$ cat src/rtl/bdlm_pkg.sv
`timescale 1ns / 1ps
// ----------------------------------------------------------------------------
// bdlm_pkg
// Shared types and constants for the button debounced LED mode controller.
// ----------------------------------------------------------------------------
package bdlm_pkg;

    // Configuration register indexes
    localparam int CFG_IDX_W = 2;
    localparam logic [CFG_IDX_W-1:0] CFG_HOLD_TICKS     = 2'd0;
    localparam logic [CFG_IDX_W-1:0] CFG_SAMPLE_AT      = 2'd1;
    localparam logic [CFG_IDX_W-1:0] CFG_BLINK_PRESCALE = 2'd2;

    // Register reset values
    localparam logic [7:0] HOLD_TICKS_RST     = 8'd80;
    localparam logic [7:0] SAMPLE_AT_RST      = 8'd76;
    localparam logic [7:0] BLINK_PRESCALE_RST = 8'd30;

    // Input word action codes
    localparam logic ACT_DEBOUNCE = 1'b0;
    localparam logic ACT_BLINK    = 1'b1;

    // Button combinations that do something
    localparam logic [2:0] BTN_1   = 3'b001;
    localparam logic [2:0] BTN_2   = 3'b010;
    localparam logic [2:0] BTN_3   = 3'b100;
    localparam logic [2:0] BTN_1_2 = 3'b011;
    localparam logic [2:0] BTN_1_3 = 3'b101;

    // LED patterns
    localparam logic [2:0] LED_NONE = 3'b000;
    localparam logic [2:0] LED_1    = 3'b001;
    localparam logic [2:0] LED_2    = 3'b010;
    localparam logic [2:0] LED_3    = 3'b100;
    localparam logic [2:0] LED_ALL  = 3'b111;

    typedef enum logic [1:0] {
        MODE_MANUAL    = 2'd0,
        MODE_ALL_BLINK = 2'd1,
        MODE_CHASE     = 2'd2
    } t_mode;

    typedef struct packed {
        logic [7:0] hold_ticks;
        logic [7:0] sample_at;
        logic [7:0] blink_prescale;
    } t_cfg;

    typedef struct packed {
        logic       action;
        logic [2:0] buttons_pressed;
    } t_item;

endpackage

$ cat src/rtl/bdlm_in_if.sv
`timescale 1ns / 1ps
// ----------------------------------------------------------------------------
// bdlm_in_if
// Input channel: tick type and button levels.
// ----------------------------------------------------------------------------
interface bdlm_in_if;
    logic       valid;
    logic       ready;
    logic       action;
    logic [2:0] buttons_pressed;

    modport source (output valid, output action, output buttons_pressed, input ready);
    modport sink   (input valid, input action, input buttons_pressed, output ready);
endinterface

$ cat src/rtl/bdlm_out_if.sv
`timescale 1ns / 1ps
// ----------------------------------------------------------------------------
// bdlm_out_if
// Output channel: LED drive levels.
// ----------------------------------------------------------------------------
interface bdlm_out_if;
    logic       valid;
    logic       ready;
    logic [2:0] led_out;

    modport source (output valid, output led_out, input ready);
    modport sink   (input valid, input led_out, output ready);
endinterface

$ cat src/rtl/bdlm_cfg_regs.sv
`timescale 1ns / 1ps
// ----------------------------------------------------------------------------
// bdlm_cfg_regs
// Configuration register file: window length, sample point, blink prescale.
// ----------------------------------------------------------------------------
module bdlm_cfg_regs (
    input  logic                            i_clk,
    input  logic                            i_rst_n,
    input  logic                            i_cfg_we,
    input  logic [bdlm_pkg::CFG_IDX_W-1:0]  i_cfg_idx,
    input  logic [7:0]                      i_cfg_data,
    output bdlm_pkg::t_cfg                  o_cfg
);
    import bdlm_pkg::*;

    t_cfg r_cfg;

    // Register writes; out-of-range indexes are dropped
    always_ff @(posedge i_clk) begin
        if (!i_rst_n) begin
            r_cfg.hold_ticks     <= HOLD_TICKS_RST;
            r_cfg.sample_at      <= SAMPLE_AT_RST;
            r_cfg.blink_prescale <= BLINK_PRESCALE_RST;
        end else if (i_cfg_we) begin
            case (i_cfg_idx)
                CFG_HOLD_TICKS:     r_cfg.hold_ticks     <= i_cfg_data;
                CFG_SAMPLE_AT:      r_cfg.sample_at      <= i_cfg_data;
                CFG_BLINK_PRESCALE: r_cfg.blink_prescale <= i_cfg_data;
                default: ;
            endcase
        end
    end

    assign o_cfg = r_cfg;

endmodule

$ cat src/rtl/bdlm_core.sv
`timescale 1ns / 1ps
// ----------------------------------------------------------------------------
// bdlm_core
// Controller state and its one-word update: press window, button decode,
// mode changes and blink pattern stepping.
// ----------------------------------------------------------------------------
module bdlm_core (
    input  logic           i_clk,
    input  logic           i_rst_n,
    input  bdlm_pkg::t_cfg i_cfg,
    input  logic           i_adv,
    input  bdlm_pkg::t_item i_item,
    output logic [2:0]     o_led_next
);
    import bdlm_pkg::*;

    logic [2:0] r_leds,  n_leds;
    t_mode      r_mode,  n_mode;
    logic [7:0] r_cnt,   n_cnt;
    logic       r_open,  n_open;
    logic       r_sok,   n_sok;
    logic       r_acted, n_acted;
    logic [7:0] r_bcnt,  n_bcnt;

    logic [7:0] w_cnt_dec;

    // Next state for one word
    always_comb begin
        n_leds    = r_leds;
        n_mode    = r_mode;
        n_cnt     = r_cnt;
        n_open    = r_open;
        n_sok     = r_sok;
        n_acted   = r_acted;
        n_bcnt    = r_bcnt;
        w_cnt_dec = 8'd0;

        if (i_item.action == ACT_DEBOUNCE) begin
            // window opens on any press
            if (!r_open && (i_item.buttons_pressed != 3'd0)) begin
                n_open  = 1'b1;
                n_sok   = 1'b0;
                n_acted = 1'b0;
                n_cnt   = i_cfg.hold_ticks;
            end
            // count down, close at zero
            w_cnt_dec = n_cnt - 8'd1;
            if (n_open) begin
                if (n_cnt != 8'd0) begin
                    if (w_cnt_dec == i_cfg.sample_at) begin
                        n_sok = 1'b1;
                    end
                    n_cnt = w_cnt_dec;
                end else begin
                    n_open = 1'b0;
                end
            end
            // act once per window at the sample point
            if (!n_acted && n_open && n_sok) begin
                n_acted = 1'b1;
                case (i_item.buttons_pressed)
                    BTN_1, BTN_2, BTN_3: begin
                        if (r_mode != MODE_MANUAL) begin
                            n_mode = MODE_MANUAL;
                            n_leds = i_item.buttons_pressed;
                        end else begin
                            n_leds = r_leds ^ i_item.buttons_pressed;
                        end
                    end
                    BTN_1_2: begin
                        if (r_mode != MODE_ALL_BLINK) begin
                            n_mode = MODE_ALL_BLINK;
                            n_leds = LED_NONE;
                        end
                    end
                    BTN_1_3: begin
                        if (r_mode != MODE_CHASE) begin
                            n_mode = MODE_CHASE;
                            n_leds = LED_NONE;
                        end
                    end
                    default: ;
                endcase
            end
        end else if (r_mode != MODE_MANUAL) begin
            // blink prescaler and pattern step
            if (r_bcnt == i_cfg.blink_prescale) begin
                n_bcnt = 8'd0;
                case (r_mode)
                    MODE_ALL_BLINK: n_leds = r_leds ^ LED_ALL;
                    MODE_CHASE: begin
                        if (r_leds == LED_1) begin
                            n_leds = LED_2;
                        end else if (r_leds == LED_2) begin
                            n_leds = LED_3;
                        end else begin
                            n_leds = LED_1;
                        end
                    end
                    default: ;
                endcase
            end else begin
                n_bcnt = r_bcnt + 8'd1;
            end
        end
    end

    // State registers, updated when a word moves to the result register
    always_ff @(posedge i_clk) begin
        if (!i_rst_n) begin
            r_leds  <= LED_NONE;
            r_mode  <= MODE_MANUAL;
            r_cnt   <= 8'd0;
            r_open  <= 1'b0;
            r_sok   <= 1'b0;
            r_acted <= 1'b0;
            r_bcnt  <= 8'd0;
        end else if (i_adv) begin
            r_leds  <= n_leds;
            r_mode  <= n_mode;
            r_cnt   <= n_cnt;
            r_open  <= n_open;
            r_sok   <= n_sok;
            r_acted <= n_acted;
            r_bcnt  <= n_bcnt;
        end
    end

    assign o_led_next = n_leds;

    // Checks
    a_act_needs_sample: assert property (@(posedge i_clk) disable iff (!i_rst_n)
        $rose(r_acted) |-> (r_open && r_sok))
        else $error("acted set outside an open, sampled window");

    a_chase_onehot: assert property (@(posedge i_clk) disable iff (!i_rst_n)
        (r_mode == MODE_CHASE) |-> $onehot0(r_leds))
        else $error("chase mode with more than one LED lit");

    a_prescale_manual_hold: assert property (@(posedge i_clk) disable iff (!i_rst_n)
        ($past(r_mode) == MODE_MANUAL) |-> $stable(r_bcnt))
        else $error("blink prescaler moved in manual mode");

    a_idle_hold: assert property (@(posedge i_clk) disable iff (!i_rst_n)
        !$past(i_adv) |-> ($stable(r_leds) && $stable(r_cnt)))
        else $error("state changed without a word");

endmodule

$ cat src/rtl/button_debounced_led_mode_controller_top.sv
`timescale 1ns / 1ps
// ----------------------------------------------------------------------------
// button_debounced_led_mode_controller_top
// Three-button, three-LED controller: debounce window, manual toggles,
// all-blink and chase modes.
// ----------------------------------------------------------------------------
// Path: an accepted word is held in the input register, then the state update
//   writes its result into the result register, where it is presented as valid.
// Throughput: one word per cycle unless the output stalls; the state update is a single short pass.
// Reset: synchronous, active low; clears pipeline valids and all controller state and
//   loads the register defaults (80, 76, 30).
module button_debounced_led_mode_controller_top (
    input  logic                           i_clk,
    input  logic                           i_rst_n,
    input  logic                           i_cfg_we,
    input  logic [bdlm_pkg::CFG_IDX_W-1:0] i_cfg_idx,
    input  logic [7:0]                     i_cfg_data,
    bdlm_in_if.sink                        i_item,
    bdlm_out_if.source                     o_res
);
    import bdlm_pkg::*;

    t_cfg       w_cfg;
    t_item      r_in;
    logic       r_in_valid;
    logic [2:0] r_led;
    logic       r_out_valid;
    logic       w_adv;
    logic       w_take;
    logic [2:0] w_led_next;

    // Pipeline handshake
    assign w_adv        = r_in_valid && (!r_out_valid || o_res.ready);
    assign i_item.ready = !r_in_valid || w_adv;
    assign w_take       = i_item.valid && i_item.ready;

    bdlm_cfg_regs u_cfg (
        .i_clk      (i_clk),
        .i_rst_n    (i_rst_n),
        .i_cfg_we   (i_cfg_we),
        .i_cfg_idx  (i_cfg_idx),
        .i_cfg_data (i_cfg_data),
        .o_cfg      (w_cfg)
    );

    bdlm_core u_core (
        .i_clk      (i_clk),
        .i_rst_n    (i_rst_n),
        .i_cfg      (w_cfg),
        .i_adv      (w_adv),
        .i_item     (r_in),
        .o_led_next (w_led_next)
    );

    // Input register
    always_ff @(posedge i_clk) begin
        if (!i_rst_n) begin
            r_in_valid <= 1'b0;
        end else if (w_take) begin
            r_in_valid <= 1'b1;
        end else if (w_adv) begin
            r_in_valid <= 1'b0;
        end
    end

    always_ff @(posedge i_clk) begin
        if (w_take) begin
            r_in.action          <= i_item.action;
            r_in.buttons_pressed <= i_item.buttons_pressed;
        end
    end

    // Result register
    always_ff @(posedge i_clk) begin
        if (!i_rst_n) begin
            r_out_valid <= 1'b0;
        end else if (w_adv) begin
            r_out_valid <= 1'b1;
        end else if (o_res.ready) begin
            r_out_valid <= 1'b0;
        end
    end

    always_ff @(posedge i_clk) begin
        if (w_adv) begin
            r_led <= w_led_next;
        end
    end

    assign o_res.valid   = r_out_valid;
    assign o_res.led_out = r_led;

endmodule
$ cat src/flat_wrapper.sv
// flat-port wrapper written by rule: the top's interface ports become plain ports
module button_debounced_led_mode_controller_top_flat import bdlm_pkg::*;
  (i_clk, i_rst_n, i_cfg_we, i_cfg_idx, i_cfg_data, i_item_valid, i_item_action, i_item_buttons_pressed, i_item_ready, o_res_valid, o_res_led_out, o_res_ready);
  bdlm_in_if i_item_i ();
  bdlm_out_if o_res_i ();
  input  logic i_clk;
  input  logic i_rst_n;
  input  logic i_cfg_we;
  input  logic [bdlm_pkg::CFG_IDX_W-1:0] i_cfg_idx;
  input  logic [7:0] i_cfg_data;
  input wire logic [$bits(i_item_i.valid)-1:0] i_item_valid;
  input wire logic [$bits(i_item_i.action)-1:0] i_item_action;
  input wire logic [$bits(i_item_i.buttons_pressed)-1:0] i_item_buttons_pressed;
  output wire logic [$bits(i_item_i.ready)-1:0] i_item_ready;
  output wire logic [$bits(o_res_i.valid)-1:0] o_res_valid;
  output wire logic [$bits(o_res_i.led_out)-1:0] o_res_led_out;
  input wire logic [$bits(o_res_i.ready)-1:0] o_res_ready;
  assign i_item_i.valid = i_item_valid;
  assign i_item_i.action = i_item_action;
  assign i_item_i.buttons_pressed = i_item_buttons_pressed;
  assign i_item_ready = i_item_i.ready;
  assign o_res_valid = o_res_i.valid;
  assign o_res_led_out = o_res_i.led_out;
  assign o_res_i.ready = o_res_ready;
  button_debounced_led_mode_controller_top u_core (.i_clk(i_clk), .i_rst_n(i_rst_n), .i_cfg_we(i_cfg_we), .i_cfg_idx(i_cfg_idx), .i_cfg_data(i_cfg_data), .i_item(i_item_i), .o_res(o_res_i));
endmodule
$ cat config.mk
export PLATFORM = sky130hd
export DESIGN_NAME = button_debounced_led_mode_controller_top_flat
export DESIGN_NICKNAME = d
export VERILOG_FILES = /design/src/rtl/bdlm_pkg.sv /design/src/rtl/bdlm_in_if.sv /design/src/rtl/bdlm_out_if.sv /design/src/rtl/bdlm_cfg_regs.sv /design/src/rtl/bdlm_core.sv /design/src/rtl/button_debounced_led_mode_controller_top.sv /design/src/flat_wrapper.sv
export SDC_FILE = /design/constraint.sdc
export NUM_CORES = 1
export LEC_CHECK = 0
export BUFFER_PORTS_ARGS = -buffer_cell sky130_fd_sc_hd__buf_4
export CAP_MARGIN = 20
export CELL_PAD_IN_SITES_DETAIL_PLACEMENT = 1
export CELL_PAD_IN_SITES_GLOBAL_PLACEMENT = 1
export CORE_UTILIZATION = 50
export DETAILED_ROUTE_END_ITERATION = 8
export GPL_TIMING_DRIVEN = 1
export PLACE_DENSITY = 0.95
export SLEW_MARGIN = 20
export SYNTH_ARGS = -nofsm -noshare
export SYNTH_HDL_FRONTEND = slang
export SYNTH_SLANG_ARGS = --single-unit
$ cat constraint.sdc
create_clock -name i_clk -period 8.7 [get_ports i_clk]
set_input_delay 0.435 -clock i_clk [delete_from_list [all_inputs] [get_ports i_clk]]
set_output_delay 0.435 -clock i_clk [all_outputs]
set_load 0.005 [all_outputs]
==> impl_summary.log, run 1 <==
[metrics] post-CTS clock slew at the launch and capture registers of the worst setup and hold paths: 0.07 ns
[metrics] routed len/inst: 21.4 um
[metrics] Power Dens Cells: 176 nW/um^2
[metrics] share of total power in the clock network: 39.8%
[metrics] fraction of registers with async set or reset after synthesis: 0%
[metrics] unrepaired setup endpoints after global routing: no
[metrics] largest clock skew in the final design: 0.0125 ns
[metrics] signal arrival time at the worst endpoint: 4.89 ns
[metrics] clock insertion delay at the later pin of the skew report: 0.35 ns
[metrics] final-layout fill cell count: 713
[metrics] total length of routed wires: 9660 um
[metrics] CP Data Required Time: 8.94 ns
[metrics] top cells by area in the synthesized netlist: sky130_fd_sc_hd__dfxtp_1 (31%), sky130_fd_sc_hd__mux2i_1 (8.5%), sky130_fd_sc_hd__edfxtp_1 (6.6%), sky130_fd_sc_hd__xor2_1 (6.1%), sky130_fd_sc_hd__nand2_1 (6.0%)
[metrics] cts bufs inserted: 9
[metrics] Mapped Cells: 355
[metrics] fraction of layout cells with a size suffix above 1: 12.2%
[metrics] number of placed instances, taps included: 436
[metrics] Int Pwr: 0.447 mW
[metrics] FF+latch count, synth: 57
[metrics] antenna cells: 0
[metrics] die width: 81.8 um
[metrics] initial antenna violation count: 0
[metrics] die height: 81.8 um
[metrics] post-place instance area: 3380 sq um
[metrics] biggest cell delay along the critical path: 0.58 ns
[metrics] Non-Filler Instances: 452
[metrics] Critical Path Start Type: flop
[metrics] type of element capturing the critical path: flop
[metrics] maximum number of pins on one net before global-route repair: 48
[metrics] share of power burned in combinational logic: 14.2%
[metrics] number of global-route vias before repair: 2848
[metrics] post-detail-place hpwl: 6150 um
[metrics] number of flops mapped to enable cells by yosys: 7
[metrics] global-route wire length before repair: 15200 um
[metrics] Final Net Count: 397
[metrics] area of combinational cells with multiple inputs: 1870 sq um
[metrics] netlist area before placement: 3180 sq um
[metrics] highest achievable clock rate: 215 MHz
[metrics] post-layout min period: 4.65 ns
[metrics] outcome: finished clean
[metrics] number of levels in the clock H-tree: 3
[metrics] Core Region: 6030 sq um
[metrics] total count of max-transition violations in the final report: 0
[metrics] Die Footprint: 6690 sq um
[metrics] portion of the post-synthesis area used by sequential elements: 38.1%
[metrics] total number of vias: 2814
[metrics] Layout Cell Area excl Fill: 3570 sq um
[metrics] share of total power in sequential cells: 46.1%
[metrics] maximum vdd drop: 0.136 mV
[metrics] TritonCTS clock tree: yes
[metrics] post-synthesis to final-layout area growth: 12.2%
[metrics] pin slew with the least headroom to its limit: 1.04 ns
[metrics] number of cells on the worst hold path: 1
[metrics] total congestion overflow: 0
[metrics] clock root cell: sky130_fd_sc_hd__clkbuf_8
[metrics] hold violation count in the final report: 0
[metrics] setup_tns: 0 ns
[metrics] ordered list of cells on the worst path: nor3_4, or2_1, mux2i_2, ha_1, nor3b_1, xnor2_1, mux2i_1, xnor2_1, nand4b_1, o41a_1, o41a_1, o32ai_1
[metrics] postcts setup bufs: 0
[metrics] count of clock tree sinks: 57
[metrics] number of routed nets with antenna violations: 0
[metrics] power spent charging and discharging nets: 0.182 mW
[metrics] switching share of power: 29.0%
[metrics] Finished Core Util: 59.2%
[metrics] commonest cells in the netlist: sky130_fd_sc_hd__nand2_1 (51), sky130_fd_sc_hd__dfxtp_1 (50), sky130_fd_sc_hd__mux2i_1 (27)
[metrics] largest area contributor in the synthesized netlist: sky130_fd_sc_hd__dfxtp_1
[metrics] average instance area after synthesis: 8.96 sq um
[metrics] routability cong.: 0.853
[metrics] worst slew slack as a fraction of its limit: 30.0%
[metrics] quantity of I/O buffers inserted on ports: 23
[metrics] Detailed Routing Iterations Pass 1: 5
[metrics] gr usage total: 31.3%
[metrics] Syn Nets: 380
[metrics] final worst-path cycle share: 53.4%
[metrics] number of warnings reported in the yosys synthesis log: 0
[metrics] site row count: 28
[metrics] effective utilization at floorplan: 52.8%
[metrics] peak fanout along the critical path: 12
[metrics] top-count cell post-synth: sky130_fd_sc_hd__nand2_1
[metrics] number of unique standard cell types used by synthesis: 52
[metrics] Setup Viol. Count Final: 0
[metrics] top_reg_cell synth: sky130_fd_sc_hd__dfxtp_1
[metrics] length in cells of the worst reg-to-reg path: 12
[metrics] Longest Clk Path Bufs: 2
[metrics] class of the most critical hold timing path: in -> reg
[metrics] Critical Path Slowest Stage Cell: sky130_fd_sc_hd__edfxtp_1
[metrics] sequential cell area: 1210 sq um
[metrics] IO Count: 24
[metrics] max-cap violation count: 0
[metrics] critical setup path kind: reg -> reg
[metrics] hold-fix buffers at CTS: 0
[metrics] routed vias/inst: 6.23
[metrics] cells resized by post-CTS repair: 0
[metrics] number of violations reported at the end of detailed-routing iteration 0: 239
[metrics] DRC errors left: 0
[metrics] leakage power total: 1.40 nW
[metrics] Yosys top cell area share: 31.5%
-- sequential cells by signal, indices dropped and copies added (netlist names) --
register,cells
u_core.u_cfg.o_cfg,24
u_core.u_core.r_bcnt,8
u_core.u_core.r_cnt,8
u_core.r_in,4
u_core.o_res.led_out,3
u_core.u_core.r_leds,3
u_core.u_core.r_mode,2
u_core.o_res.valid,1
u_core.r_in_valid,1
u_core.u_core.r_acted,1
u_core.u_core.r_open,1
u_core.u_core.r_sok,1
-- stage by stage --
stage / hold slack, ns / worst slack, ns / total power [mW]
after floorplan: 0.444 / 4.96 / 0.353
after global placement: 0.464 / 4.51 / 0.373
final: 0.261 / 4.05 / 0.629
after CTS: 0.260 / 4.13 / 0.627
after global routing: 0.246 / 3.79 / 0.649
after detailed placement: 0.477 / 4.22 / 0.379
-- final timing paths --
| check | from | endpoint | slack (ns) |
|---|---|---|---|
| setup / recovery | u_core.r_in[1] | u_core.u_core.r_leds[0] | 4.05 |
| hold / removal | i_item_buttons_pressed[0] | u_core.r_in[0] | 0.26 |
| setup reg to reg | u_core.r_in[1] | u_core.u_core.r_leds[0] | 4.05 |
| hold reg to reg | u_core.u_core.r_acted | u_core.u_core.r_acted | 0.48 |
-- cell usage in the layout (no fill, tap or decap), types with 3 or more instances in the layout --
| master | instances |
|---|---|
| sky130_fd_sc_hd__a21oi_1 | 13 |
| sky130_fd_sc_hd__xnor2_1 | 10 |
| sky130_fd_sc_hd__nor2b_1 | 18 |
| sky130_fd_sc_hd__mux2i_1 | 27 |
| sky130_fd_sc_hd__a31oi_1 | 5 |
| sky130_fd_sc_hd__edfxtp_1 | 7 |
| sky130_fd_sc_hd__xor2_1 | 22 |
| sky130_fd_sc_hd__nand2_1 | 51 |
| sky130_fd_sc_hd__a21boi_0 | 9 |
| sky130_fd_sc_hd__nand2b_1 | 5 |
| sky130_fd_sc_hd__nor3b_1 | 4 |
| sky130_fd_sc_hd__ha_1 | 6 |
| sky130_fd_sc_hd__nor2_1 | 16 |
| sky130_fd_sc_hd__nand3_1 | 6 |
| sky130_fd_sc_hd__o21ai_0 | 12 |
| sky130_fd_sc_hd__inv_1 | 8 |
| sky130_fd_sc_hd__o211a_1 | 4 |
| sky130_fd_sc_hd__nand4b_1 | 3 |
| sky130_fd_sc_hd__dfxtp_1 | 50 |
| sky130_fd_sc_hd__nand4_1 | 6 |
| sky130_fd_sc_hd__clkbuf_8 | 9 |
| sky130_fd_sc_hd__o32ai_1 | 3 |
| sky130_fd_sc_hd__buf_4 | 24 |
| sky130_fd_sc_hd__o41a_1 | 3 |
| sky130_fd_sc_hd__a22oi_1 | 5 |
| sky130_fd_sc_hd__nor4_1 | 4 |
| sky130_fd_sc_hd__nor3_1 | 9 |
-- critical path, delay by kind of cell (launching register included) --
family                     cells  cell delay (ns)
and+or+nand+nor                4             1.30
muxes                          2             0.71
adders and majority gates      1             0.44
AOI/OAI and AO/OA              3             1.22
DFF                            1             0.58
xor gates and xnor gates       2             0.29
-- final cells by class --
type	count	area share (%)
inverter	8	0.842
clock buffer	11	3.68
sequential	57	33.9
multi-input combinational	272	52.3
clock inverter	5	1.58
tap	75	2.63
timing repair buffer	24	5.05
-- kinds of logic (layout without fill, tap and decap cells) --
logic type / Yosys count / after routing / synth area share, %
adder cells (fa/ha/maj): 6 / 6 / 2.36
multiplexers: 28 / 28 / 8.93
buffers and inverters: 26 / 48 / 3.54
AO/OA/AOI/OAI: 70 / 70 / 15.8
AND/OR/NAND/NOR: 134 / 134 / 21.3
flip-flops: 57 / 57 / 38.1
XOR/XNOR: 34 / 34 / 10.0
-- per-layer routing --
metal | part of all wire, % | vias up | track usage [%]
li1 | - | 1296 | -
met1 | 41 | 1402 | 37.7
met2 | 52 | 92 | 54.0
met3 | 4.6 | 24 | 7.67
met4 | 2.4 | 0 | 10.9
met5 | 0 | - | 0
-- power groups by stage --
stage	clock network, mW	logic, mW	registers [mW]
detailed placement	0	0.0847	0.295
floorplan	0	0.0654	0.288
global placement	0	0.0797	0.294
finish	0.250	0.0890	0.290
global route	0.263	0.0956	0.290
CTS	0.250	0.0877	0.289
No activity file was read; power rests on OpenSTA's default activity.
==> run 2: changes to the inputs <==
Settings changed: ABC_AREA from default to 1, CORE_UTILIZATION 50 to 44, PLACE_DENSITY 0.95 to 0.9.
Clock period 8.7 ns to 4.4 ns, I/O delays scaled along.
==> impl_summary.log, run 2 <==
[metrics] fraction of layout cells with a size suffix above 1: 14.3% (was 12.2%)
[metrics] hold violation count in the final report: 0 (unchanged)
[metrics] Critical Path Start Type: flop (unchanged)
[metrics] FF+latch count, synth: 57 (unchanged)
[metrics] Yosys top cell area share: 30.2% (was 31.5%)
[metrics] Core Region: 7250 sq um (was 6030 sq um)
[metrics] number of violations reported at the end of detailed-routing iteration 0: 129 (was 239)
[metrics] antenna cells: 0 (unchanged)
[metrics] signal arrival time at the worst endpoint: 3.01 ns (was 4.89 ns)
[metrics] Final Net Count: 517 (was 397)
[metrics] GRT busiest layer: met2 (unchanged)
[metrics] die width: 88.7 um (was 81.8 um)
[metrics] most frequent CP cell: sky130_fd_sc_hd__nand2_1
[metrics] type of element capturing the critical path: flop (unchanged)
[metrics] biggest cell delay along the critical path: 0.47 ns (was 0.58 ns)
[metrics] clock insertion delay at the later pin of the skew report: 0.34 ns (was 0.35 ns)
[metrics] highest achievable clock rate: 343 MHz (was 215 MHz)
[metrics] PnR worst setup slack: 1.48 ns (was 4.05 ns)
[metrics] post-place instance area: 3540 sq um (was 3380 sq um)
[metrics] class of the most critical hold timing path: in -> reg (unchanged)
[metrics] Critical Path Slowest Stage Cell: sky130_fd_sc_hd__edfxtp_1 (unchanged)
[metrics] met3 Track Usage GR: 3.82% (was 7.67%)
[metrics] number of placed instances, taps included: 580 (was 436)
[metrics] routability cong.: 0.903 (was 0.853)
[metrics] pin slew with the least headroom to its limit: 0.846 ns (was 1.04 ns)
[metrics] average instance area after synthesis: 7.07 sq um (was 8.96 sq um)
[metrics] number of flops mapped to enable cells by yosys: 7 (unchanged)
[metrics] routed vias/inst: 5.18 (was 6.23)
[metrics] cells resized by post-CTS repair: 0 (unchanged)
[metrics] Die Footprint: 7870 sq um (was 6690 sq um)
[metrics] netlist area before placement: 3310 sq um (was 3180 sq um)
[metrics] Syn Nets: 493 (was 380)
[metrics] gr usage total: 25.1% (was 31.3%)
[metrics] Mapped Cells: 468 (was 355)
[metrics] portion of the post-synthesis area used by sequential elements: 36.6% (was 38.1%)
[metrics] flip-flop count of the largest register, all copies and words added: 24 (unchanged)
[metrics] postcts setup bufs: 0 (unchanged)
[metrics] count of clock tree sinks: 57 (unchanged)
[metrics] ordered list of cells on the worst path: nor2_4, nand2_4, nand2_4, nand2_1, nand2_4, ha_1, nand3_4, nor2_4, nand2_2, nand2_1, nand2_1, nand2_1, nand2_1, nor2_1, nand2_1, nand2_4, nand2_4, nand2_1, nand2_1, nand2_1, nand2_1 (was nor3_4, or2_1, mux2i_2, ha_1, nor3b_1, xnor2_1, mux2i_1, xnor2_1, nand4b_1, o41a_1, o41a_1, o32ai_1)
[metrics] post-layout min period: 2.92 ns (was 4.65 ns)
[metrics] number of warnings reported in the yosys synthesis log: 0 (unchanged)
[metrics] most common cell after layout, fill and taps aside: sky130_fd_sc_hd__nand2_1 (unchanged)
[metrics] total buffers and inverters traversed by the critical path: 0 (unchanged)
[metrics] Longest Clk Path Bufs: 2 (unchanged)
[metrics] initial antenna violation count: 0 (unchanged)
[metrics] hold-fix buffers at CTS: 0 (unchanged)
[metrics] maximum number of pins on one net before global-route repair: 32 (was 48)
[metrics] Non-Filler Instances: 596 (was 452)
[metrics] IO Count: 24 (unchanged)
[metrics] number of global-route vias before repair: 3092 (was 2848)
[metrics] total number of vias: 3086 (was 2814)
[metrics] post-detail-place hpwl: 6960 um (was 6150 um)
[metrics] worst slack at placement: 1.49 ns (was 4.22 ns)
[metrics] sequential cell area: 1210 sq um (unchanged)
[metrics] Layout Cell Area excl Fill: 3700 sq um (was 3570 sq um)
[metrics] die height: 88.7 um (was 81.8 um)
[metrics] number of routed nets with antenna violations: 0 (unchanged)
[metrics] global-route track usage on met2: 42.9% (was 54.0%)
[metrics] site row count: 31 (was 28)
[metrics] met1 Resource Use GR: 31.6% (was 37.7%)
[metrics] post-synthesis to final-layout area growth: 11.9% (was 12.2%)
[metrics] family of cells with the greatest summed delay on the critical path: simple AND/OR/NAND/NOR gates (unchanged)
[metrics] area of combinational cells with multiple inputs: 1820 sq um (was 1870 sq um)
[metrics] final worst-path cycle share: 66.3% (was 53.4%)
[metrics] post-CTS clock slew at the launch and capture registers of the worst setup and hold paths: 0.06 ns (was 0.07 ns)
[metrics] maximum vdd drop: 0.236 mV (was 0.136 mV)
[metrics] quantity of I/O buffers inserted on ports: 23 (unchanged)
[metrics] unrepaired setup endpoints after global routing: no (unchanged)
[metrics] cts bufs inserted: 9 (unchanged)
[metrics] TritonCTS clock tree: yes (unchanged)
[metrics] DRC errors left: 0 (unchanged)
[metrics] Detailed Routing Iterations Pass 1: 4 (was 5)
[metrics] leakage power total: 1.69 nW (was 1.40 nW)
[metrics] critical setup path kind: reg -> reg (unchanged)
[metrics] number of levels in the clock H-tree: 3 (unchanged)
[metrics] Setup Viol. Count Final: 0 (unchanged)
[metrics] CP Data Required Time: 4.49 ns (was 8.94 ns)
[metrics] outcome: finished clean (unchanged)
[metrics] setup_tns: 0 ns (unchanged)
[metrics] global-route wire length before repair: 14900 um (was 15200 um)
[metrics] effective utilization at floorplan: 45.6% (was 52.8%)
[metrics] worst slew slack as a fraction of its limit: 43.2% (was 30.0%)
[metrics] total count of max-transition violations in the final report: 0 (unchanged)
[metrics] clock root cell: sky130_fd_sc_hd__clkbuf_8 (unchanged)
[metrics] fraction of registers with async set or reset after synthesis: 0% (unchanged)
[metrics] largest area contributor in the synthesized netlist: sky130_fd_sc_hd__dfxtp_1 (unchanged)
[metrics] top-count cell post-synth: sky130_fd_sc_hd__nand2_1 (unchanged)
[metrics] Power Dens Cells: 330 nW/um^2 (was 176 nW/um^2)
[metrics] max-cap violation count: 0 (unchanged)
[metrics] total congestion overflow: 0 (unchanged)
[metrics] commonest non-fill, non-tap cells in the layout: sky130_fd_sc_hd__nand2_1 (104), sky130_fd_sc_hd__nand3_1 (54), sky130_fd_sc_hd__inv_1 (52) (was sky130_fd_sc_hd__nand2_1 (51), sky130_fd_sc_hd__dfxtp_1 (50), sky130_fd_sc_hd__mux2i_1 (27))
[metrics] final-layout fill cell count: 965 (was 713)
[metrics] peak fanout along the critical path: 14 (was 12)
[metrics] number of unique standard cell types used by synthesis: 38 (was 52)
[metrics] commonest cells in the netlist: sky130_fd_sc_hd__nand2_1 (104), sky130_fd_sc_hd__nand3_1 (54), sky130_fd_sc_hd__inv_1 (52) (was sky130_fd_sc_hd__nand2_1 (51), sky130_fd_sc_hd__dfxtp_1 (50), sky130_fd_sc_hd__mux2i_1 (27))
[metrics] top_reg_cell synth: sky130_fd_sc_hd__dfxtp_1 (unchanged)
[metrics] total length of routed wires: 8900 um (was 9660 um)
[metrics] top cells by area in the synthesized netlist: sky130_fd_sc_hd__dfxtp_1 (30%), sky130_fd_sc_hd__nand2_1 (12%), sky130_fd_sc_hd__nand3_1 (8.2%), sky130_fd_sc_hd__edfxtp_1 (6.3%), sky130_fd_sc_hd__inv_1 (5.9%) (was sky130_fd_sc_hd__dfxtp_1 (31%), sky130_fd_sc_hd__mux2i_1 (8.5%), sky130_fd_sc_hd__edfxtp_1 (6.6%), sky130_fd_sc_hd__xor2_1 (6.1%), sky130_fd_sc_hd__nand2_1 (6.0%))
[metrics] largest clock skew in the final design: 0.00829 ns (was 0.0125 ns)
[metrics] routed len/inst: 14.9 um (was 21.4 um)
run 2: changes by cell type after synthesis, moves of 11 or more:
cell | previous run | this run
sky130_fd_sc_hd__nand2_1 | 51 | 104
sky130_fd_sc_hd__nand3_1 | 6 | 54
sky130_fd_sc_hd__inv_1 | 8 | 52
sky130_fd_sc_hd__nor2_1 | 16 | 45
sky130_fd_sc_hd__mux2i_1 | 27 | 0
sky130_fd_sc_hd__nor2b_1 | 18 | 0
sky130_fd_sc_hd__a21oi_1 | 13 | 29
sky130_fd_sc_hd__o21ai_0 | 12 | 26
sky130_fd_sc_hd__nand2_2 | 0 | 13
sky130_fd_sc_hd__xor2_1 | 22 | 11
run 2: metrics by stage:
step / total power, mW / hold WS, ns / util (%)
after floorplan: 0.748 / 0.319 / -
final: 1.22 / 0.0502 / 51.1
after detailed placement: 0.812 / 0.399 / 48.9
after CTS: 1.23 / 0.0358 / 51.1
after global placement: 0.802 / 0.398 / 48.9
after global routing: 1.28 / 0.0420 / 51.1
run 2: kinds of logic (layout without fill, tap and decap cells):
family | Yosys count | after routing | synth area share [%]
simple gates | 257 | 257 | 37.8
buf+inv | 66 | 95 | 8.31
fa+ha+maj | 6 | 6 | 2.27
compound gates | 68 | 68 | 11.3
xor+xnor | 14 | 14 | 3.70
flops | 57 | 57 | 36.6
run 2: path summary, 6_finish.rpt:
check / startpoint / endpoint / slack, ns / cells after the start
max reg2reg: u_core.r_in[1] / u_core.o_res.led_out[2] / 1.48 / 21
max: u_core.r_in[1] / u_core.o_res.led_out[2] / 1.48 / 21
min reg2reg: u_core.u_cfg.o_cfg[16] / u_core.u_cfg.o_cfg[16] / 0.46 / 2
min: i_item_action / u_core.r_in[3] / 0.05 / 1
run 2: power by group:
group | leakage (nW) | internal [mW] | total [mW] | switching [mW]
clock | 0.0817 | 0.220 | 0.420 | 0.200
combinational | 1.13 | 0.0809 | 0.232 | 0.151
sequential | 0.476 | 0.550 | 0.570 | 0.0200
total | 1.69 | 0.851 | 1.22 | 0.371
run 2: final cells by class:
cell class / instances / area share (%)
clock buffer: 15 / 4.22
clock inverter: 1 / 0.135
inverter: 56 / 5.71
multi-input combinational: 345 / 49.2
sequential: 57 / 32.7
tap: 99 / 3.34
timing repair buffer: 23 / 4.66
run 2: routing by layer:
metal,part of all wire (%),up-vias
met3,2.0,17
li1,-,1582
met5,0,-
met4,2.1,0
met2,49,35
met1,47,1452
